## config.mk

```make
export PLATFORM = sky130hd
export DESIGN_NAME = ccfc_out_queue
export DESIGN_NICKNAME = d
export VERILOG_FILES = /design/src/ccfc_pkg.sv /design/src/ccfc_out_queue.sv
export SDC_FILE = /design/constraint.sdc
export NUM_CORES = 1
export LEC_CHECK = 0
export ABC_AREA = 1
export BUFFER_PORTS_ARGS = -buffer_cell sky130_fd_sc_hd__buf_4
export CORE_MARGIN = 2
export CORE_UTILIZATION = 45
export CTS_CLUSTER_DIAMETER = 50
export CTS_CLUSTER_SIZE = 8
export DETAILED_ROUTE_END_ITERATION = 12
export PLACE_DENSITY_LB_ADDON = 0.25
export SLEW_MARGIN = 40
export SYNTH_ARGS = -nofsm -noshare
export SYNTH_HDL_FRONTEND = slang
export SYNTH_SLANG_ARGS = --single-unit
```

## constraint.sdc

```tcl
create_clock -name clk -period 6 [get_ports clk]
set_input_delay 0 -clock clk [delete_from_list [all_inputs] [get_ports clk]]
set_output_delay 0 -clock clk [all_outputs]
set_load 0.01 [all_outputs]
```

## src/ccfc_pkg.sv

```systemverilog
package ccfc_pkg;

  // frame layout
  localparam int unsigned HeaderBytes = 4;
  localparam int unsigned MinFrame    = 8;

  // crc-32c, reflected castagnoli
  localparam logic [31:0] CrcPoly = 32'h82F6_3B78;
  localparam logic [31:0] CrcInit = 32'hFFFF_FFFF;

  // result kinds
  localparam logic KIND_PAYLOAD = 1'b0;
  localparam logic KIND_STATUS  = 1'b1;

  // status codes
  localparam logic [1:0] ST_OK        = 2'd0;
  localparam logic [1:0] ST_SHORT     = 2'd1;
  localparam logic [1:0] ST_CRC_ERROR = 2'd2;

  // output queue
  localparam int unsigned QueueDepth = 4;
  localparam int unsigned PtrW       = $clog2(QueueDepth);
  localparam int unsigned CntW       = $clog2(QueueDepth + 1);

  typedef struct packed {
    logic        kind;
    logic [7:0]  payload_byte;
    logic [31:0] conv_id;
    logic [1:0]  status;
    logic        run_end;
  } result_t;

  // byte-wide crc update, an xor network after synthesis
  function automatic logic [31:0] crc_update(input logic [31:0] crc, input logic [7:0] b);
    logic [31:0] c;
    c = crc ^ {24'd0, b};
    for (int i = 0; i < 8; i++) begin
      c = c[0] ? ((c >> 1) ^ CrcPoly) : (c >> 1);
    end
    return c;
  endfunction

endpackage

```

## src/ccfc_out_queue.sv

```systemverilog
module ccfc_out_queue (
  input  logic               clk,
  input  logic               rst,
  input  logic               wr_en0,
  input  logic               wr_en1,
  input  ccfc_pkg::result_t  wr_data0,
  input  ccfc_pkg::result_t  wr_data1,
  output logic               has_room,
  output logic               rd_valid,
  input  logic               rd_ready,
  output ccfc_pkg::result_t  rd_data
);

  ccfc_pkg::result_t                 entries [ccfc_pkg::QueueDepth];
  logic [ccfc_pkg::PtrW-1:0]         wr_ptr;
  logic [ccfc_pkg::PtrW-1:0]         rd_ptr;
  logic [ccfc_pkg::CntW-1:0]         count;
  logic [ccfc_pkg::PtrW-1:0]         wr_ptr1;
  logic [ccfc_pkg::CntW-1:0]         n_push;
  logic                              pop;

  assign wr_ptr1  = wr_ptr + ccfc_pkg::PtrW'(1);
  assign pop      = rd_valid && rd_ready;
  assign n_push   = ccfc_pkg::CntW'(wr_en0) + ccfc_pkg::CntW'(wr_en1);
  assign rd_valid = (count != '0);
  assign rd_data  = entries[rd_ptr];
  // room for the two results one byte can cause
  assign has_room = (count <= ccfc_pkg::CntW'(ccfc_pkg::QueueDepth - 2));

  // entry storage, up to two writes per cycle
  always_ff @(posedge clk) begin
    for (int i = 0; i < ccfc_pkg::QueueDepth; i++) begin
      if (wr_en0 && (wr_ptr == ccfc_pkg::PtrW'(i))) begin
        entries[i] <= wr_data0;
      end else if (wr_en1 && (wr_ptr1 == ccfc_pkg::PtrW'(i))) begin
        entries[i] <= wr_data1;
      end
    end
  end

  // pointers and fill count
  always_ff @(posedge clk) begin
    if (rst) begin
      wr_ptr <= '0;
      rd_ptr <= '0;
      count  <= '0;
    end else begin
      wr_ptr <= wr_ptr + ccfc_pkg::PtrW'(n_push);
      if (pop) begin
        rd_ptr <= rd_ptr + ccfc_pkg::PtrW'(1);
      end
      count <= count + n_push - ccfc_pkg::CntW'(pop);
    end
  end

endmodule

```

==> results of run 1 <==
==> where the power goes <==
group	total, µW	internal, µW	switching, µW
Sequential	1700	1620	81.5
Clock	1180	667	512
Combinational	1140	483	653
==> critical path: cells and delay by family, from the launching register on <==
kind	cells	cell delay [ns]
compound gates	2	0.46
buf+inv	4	1.33
flops	1	0.47
==> through the flow <==
stage	instance area, µm²	power, µW	setup WS (ns)	util [%]
floorplan	8850	2290	1.67	-
global route	12200	4220	3.12	62.6
global placement	10100	2730	3.20	51.8
finish	12200	4010	3.29	62.6
detailed placement	10200	2770	3.49	52.5
CTS	12100	4020	3.28	62.6
==> state kept, by name (all words and copies together), names as in the netlist, named ones only <==
register  flops
entries     176
count         3
rd_ptr        2
wr_ptr        2
==> cell families after synthesis <==
| logic type | synth area share (%) |
|---|---|
| buffers and inverters | 5.90 |
| AND/OR/NAND/NOR | 12.8 |
| flip-flops | 61.8 |
| AO/OA/AOI/OAI | 18.7 |
| adder cells (fa/ha/maj) | 0.933 |
==> what timing repair did <==
item                      4_1_cts  5_1_grt
hold endpoints to repair      186        0
gates resized for setup         0        0
hold buffers                  135        0
==> layout make-up <==
| cell class | count | area [µm²] | area share, % |
|---|---|---|---|
| clock inverters | 15 | 189 | 1.55 |
| clock buffers | 17 | 425 | 3.50 |
| well taps | 265 | 332 | 2.73 |
| inverters | 63 | 240 | 1.98 |
| multi-input cells | 617 | 2940 | 24.2 |
| repair buffers | 285 | 2550 | 21.0 |
| flip-flops and latches | 185 | 5470 | 45.0 |
==> routing by layer <==
layer | up-vias | part of all wire, % | track usage [%]
li1 | 3729 | - | -
met3 | 31 | 6.6 | 4.30
met1 | 3505 | 42 | 28.9
met4 | 0 | 1.9 | 7.56
met2 | 269 | 49 | 40.1
met5 | - | 0 | 0
==> placed cells by master, fill, tap and decap left out, drive strengths merged <==
master | synthesis | final
a21boi | 1 | 1
a21oi | 5 | 5
buf | 22 | 150
bufinv | 0 | 3
clkbuf | 41 | 17
clkinv | 1 | 4
clkinvlp | 0 | 1
dfxtp | 9 | 9
dlygate4sd3 | 0 | 135
edfxtp | 176 | 176
fa | 1 | 1
ha | 5 | 5
inv | 62 | 70
nand2 | 191 | 191
nand3 | 6 | 6
nor2 | 97 | 97
o21ai | 264 | 264
o22ai | 44 | 44
o31ai | 3 | 3
==> final timing paths <==
check | startpoint | endpoint | cells past startpoint
setup / recovery | flop | rd_data[43] | 6
hold reg to reg | rd_ptr[0]$_SDFFE_PP0P_ | flop | 2
setup reg to reg | wr_ptr[0]$_SDFF_PP0_ | entries[1][33]$_DFFE_PP_ | 4
hold / removal | wr_en1 | wr_ptr[0]$_SDFF_PP0_ | 5
==> impl_metrics.tcl, run 1 <==
set metrics [dict create \
    final_cells 1447 \
    cap_violations 0 \
    cts_max_path_buffers 2 \
    holdWs_ns 0.185 \
    critPathMaxFanout 53 \
    grtUsageTotal_pct 23.0 \
    synth_top_area_cell "edfxtp_1" \
    start_util_pct 45.6 \
    drive_gt1_share_pct 16.6 \
    synth_cell_types 22 \
    grt_pass1_wl_um 36400 \
    fin_nets 1268 \
    cp-end-kind "primary output" \
    antenna_found_initial 0 \
    min_path_type "input pin to flop" \
    clock.fmax_mhz 369 \
    worst_clock_skew_ns 0.00584 \
    cts_sinks 185 \
    cts_buffers 17 \
    cp_common_cell "buf_4" \
    grt_max_degree 90 \
    leakagePower_uw 0.00500 \
    synth_ff_type "edfxtp_1" \
    areaGrowthSynthToFinish_pct 37.3 \
    numPortBuffers 138 \
    drv_slew 0 \
    cts_tree "done" \
    rsz0062_at_grt "no" \
    avgSynthCellArea_um2 9.54 \
    p_per_area_nw_per_um2 330 \
    drt-initial-drc-count 642 \
    ys_warn_count 0 \
    slew_headroom_pct 50.7 \
    postSynthCellCount 928 \
    clock-root-buffer "clkbuf_16" \
    htreeDepth 4 \
    cp-start-kind "flop" \
    finalHoldViolCount 0 \
    fillers 1612 \
    peakVddDrop_v 0.000215 \
    ys_ff_latch 185 \
    path_clk_slew_ns 0.07 \
    synth_seq_area_share_pct 61.8 \
    num_antenna_cells 0 \
    synth_common_cells "243 x o21ai_0, 190 x nand2_1, 176 x edfxtp_1, 97 x nor2_1, 60 x inv_1" \
    drc 0 \
    slowest_stage "dfxtp_4" \
    cp_data_arrival_time_ns 2.71 \
    crit_chain "buf_12 > inv_4 > buf_4 > o21ai_0 > o22ai_1 > buf_4" \
    critPathMaxStageDelay_ns 0.47 \
    period_share_pct 45.1 \
    synth_edf_count 176 \
    grt_overflow 0 \
    path_class "flop to primary output" \
    cp.required_ns 6.00 \
    io_pins 139 \
    synthTopCellsByArea "edfxtp_1 60%, o21ai_0 14%, nand2_1 8.1%" \
    die_area_um2 20800 \
    setup-violations-final 0 \
    gp_congestion 0.715 \
    hpwl_um 13100 \
    synth_nets 1027 \
    outcome "finished, final reports clean" \
    final_antenna_net_count 0 \
    die_h_um 144 \
    clock_latency_ns 0.44 \
    setup_tns_ns 0 \
    cts_setup_buffers 0 \
    min_period_ns 2.71 \
    rows 51 \
    synth_most_common_cell "o21ai_0" \
    async_flop_share_pct 0 \
    num_vias 7534 \
    dp_cells 1280 \
    viasPerCell 5.21 \
    core_area_um2 19400 \
    syn_area_um2 8850 \
    rrSetupSlack_ns 3.51 \
    synth_top_area_share_pct 59.7 \
    routedWlPerCell_um 15.9 \
    grt_pass1_vias 7378 \
    dr.pass1.iters 6 \
    die_w_um 144 \
    drt-total-wl_um 23000 \
    tightest_slew_ns 0.739 \
]
Note: power is estimated with default switching activity, not from simulation.
==> inputs of run 2 (changes only) <==
--- a/config.mk
+++ b/config.mk
@@ -5,7 +5,7 @@
 export SDC_FILE = /design/constraint.sdc
 export NUM_CORES = 1
 export LEC_CHECK = 0
-export ABC_AREA = 1
+export ABC_AREA = 0
 export BUFFER_PORTS_ARGS = -buffer_cell sky130_fd_sc_hd__buf_4
 export CORE_MARGIN = 2
 export CORE_UTILIZATION = 45
==> constraint.sdc (replaced) <==
create_clock -name clk -period 2.8 [get_ports clk]
set_input_delay 0 -clock clk [delete_from_list [all_inputs] [get_ports clk]]
set_output_delay 0 -clock clk [all_outputs]
set_load 0.01 [all_outputs]
==> run 2 against run 1 <==
Core utilization up 0.44 points; clock power up 110%; sequential share of layout area decreased by 0.62 points; count of clock-buffer cells in the layout did not move; largest power group unchanged.
==> impl_metrics.tcl, run 2 <==
set metrics [dict create \
    holdWs_ns 0.0547 \
    synthTopCellsByArea "edfxtp_1 59%, mux2_2 22%, mux4_2 11%" \
    drt-initial-drc-count 311 \
    core_area_um2 19500 \
    peakVddDrop_v 0.000452 \
    mostFrequentLayoutCells "176 x mux2_2, 176 x edfxtp_1, 156 x buf_4" \
    period_share_pct 91.8 \
    synth_top_area_share_pct 58.8 \
    largest_register_ff_count 176 \
    fin_nets 854 \
    pre_cts_slack_ns 0.535 \
    cts_tree "done" \
    synth_cell_types 29 \
    antenna_found_initial 0 \
    clock-root-buffer "clkbuf_16" \
    syn_area_um2 8990 \
    cts_buffers 17 \
    async_flop_share_pct 0 \
    final_antenna_net_count 0 \
    p_per_area_nw_per_um2 705 \
    grt_pass1_wl_um 32900 \
    endpoint "entries[2][7]$_DFFE_PP_" \
    finalHoldViolCount 0 \
    cts_hold_buf 133 \
    num_antenna_cells 0 \
    drive_gt1_share_pct 54.4 \
    synth_common_cells "176 x edfxtp_1, 176 x mux2_2, 44 x mux4_2, 9 x buf_6, 9 x dfxtp_1" \
    hpwl_um 12400 \
    worst_clock_skew_ns 0.0104 \
    cp_data_arrival_time_ns 2.74 \
    crit_chain "nand3b_1 > buf_4 > mux2_2 > dlygate4sd3_1" \
    drv_slew 0 \
    critPathMaxStageDelay_ns 0.60 \
    r2r-start "wr_ptr[1]$_SDFF_PP0_" \
    min_period_ns 2.57 \
    cts_resized 0 \
    leakagePower_uw 0.00448 \
    postSynthCellCount 475 \
    cts_max_path_buffers 2 \
    dp_cells 868 \
    cap_violations 0 \
    synth_seq_area_share_pct 60.8 \
    synth_top_area_cell "edfxtp_1" \
    cts_setup_buffers 0 \
    tightest_slew_ns 0.765 \
    top_register "entries" \
    gp_congestion 0.725 \
    critPathMaxFanout 22 \
    io_pins 139 \
    timing.final.ws_setup_ns 0.230 \
    ff2ff_path_depth 4 \
    synth_nets 574 \
    dr.pass1.iters 4 \
    min_path_type "input pin to flop" \
    clock.fmax_mhz 389 \
    setup-violations-final 0 \
    rrSetupSlack_ns 0.23 \
    rows 51 \
    htreeDepth 4 \
    fillers 1435 \
    ys_ff_latch 185 \
    die_area_um2 21100 \
    routedWlPerCell_um 20.3 \
    regArea_um2 5470 \
    cp-start-kind "flop" \
    synth_ff_type "edfxtp_1" \
    hold_start "rd_ready" \
    ys_warn_count 0 \
    slew_headroom_pct 48.9 \
    cp-end-kind "flop" \
    slowest_stage "dfxtp_1" \
    outcome "finished, final reports clean" \
    path_clk_slew_ns 0.07 \
    cts_sinks 185 \
    worstSetupStartpoint "wr_ptr[1]$_SDFF_PP0_" \
    grtUsageTotal_pct 20.4 \
    num_vias 5418 \
    grt_max_degree 31 \
    worstReg2RegEnd "entries[2][7]$_DFFE_PP_" \
    grt_overflow 0 \
    areaGrowthSynthToFinish_pct 36.9 \
    cp.required_ns 2.97 \
    avgSynthCellArea_um2 18.9 \
    die_w_um 145 \
    synth_edf_count 176 \
    reg_top3 "entries x176, count x3" \
    viasPerCell 5.24 \
    numPortBuffers 138 \
    rsz0062_at_grt "no" \
    start_util_pct 46.1 \
    path_class "flop to flop" \
    drt-total-wl_um 21000 \
    final_cells 1033 \
    grt_pass1_vias 6156 \
    drc 0 \
    multi_input_area_um2 3330 \
    clock_latency_ns 0.43 \
    die_h_um 145 \
]
-- run 2: cell count changes after synthesis, sizes merged, moves of 56 or more --
cell   change
o21ai    -262
nand2    -191
inv       -56
mux2     +179
nor2      -90
-- run 2: power breakdown --
part | leakage, µW | total, µW | internal [µW] | switching [µW]
Clock | 0.000294 | 2520 | 1500 | 1020
Combinational | 0.00246 | 2460 | 1400 | 1060
Sequential | 0.00173 | 3700 | 3500 | 198
Total | 0.00448 | 8680 | 6400 | 2280
-- run 2: area by class of cell --
cell class                      instances  area share, %
Clock buffer                           17           3.45
Clock inverter                         15           1.62
Inverter                                6          0.183
Multi-Input combinational cell        254           27.0
Sequential cell                       185           44.4
Tap cell                              265           2.69
Timing Repair Buffer                  291           20.6
-- run 2: worst max-delay path, delay by kind of cell, from the launching register on --
family / cells / cell delay (ns)
buf+inv: 2 / 1.00
flops: 1 / 0.60
mux: 1 / 0.38
simple gates: 1 / 0.33
-- run 2: how the worst min path moves through the flow --
stage                                          end  slack, ns  depth (start not counted)
final                                         flop       0.05                          3
after global routing                          flop       0.05                          3
after CTS                   rd_ptr[1]$_SDFFE_PP0P_       0.04                          3
after detailed placement      wr_ptr[1]$_SDFF_PP0_       0.25                          2
after global placement         count[1]$_SDFF_PP0_       0.23                          2
after floorplan           entries[1][10]$_DFFE_PP_       0.20                          1
-- run 2: routing by layer --
layer	share of wire, %	track usage, %
met5	0	0
met3	3.7	3.76
met2	52	36.0
met4	1.8	6.72
met1	42	25.4
-- run 2: kinds of logic (layout without fill, tap and decap cells) --
logic type | count (synthesis) | in the layout | share of synthesized area (%)
muxes | 224 | 224 | 33.5
DFF | 185 | 185 | 60.8
buffers and inverters | 36 | 329 | 2.67
and+or+nand+nor | 17 | 17 | 1.24
adders and majority gates | 6 | 6 | 0.918
AOI/OAI and AO/OA | 5 | 5 | 0.362
xor gates and xnor gates | 2 | 2 | 0.515
-- run 2: through the flow --
step	setup TNS, ns	total power, µW	area (µm²)	utilization [%]
after global routing	0	9030	12300	63.1
after global placement	0	5990	10400	53.1
final	0	8680	12300	63.1
after detailed placement	0	6060	10400	53.1
after floorplan	-24.28	5100	8990	-
after CTS	0	8750	12300	63.1
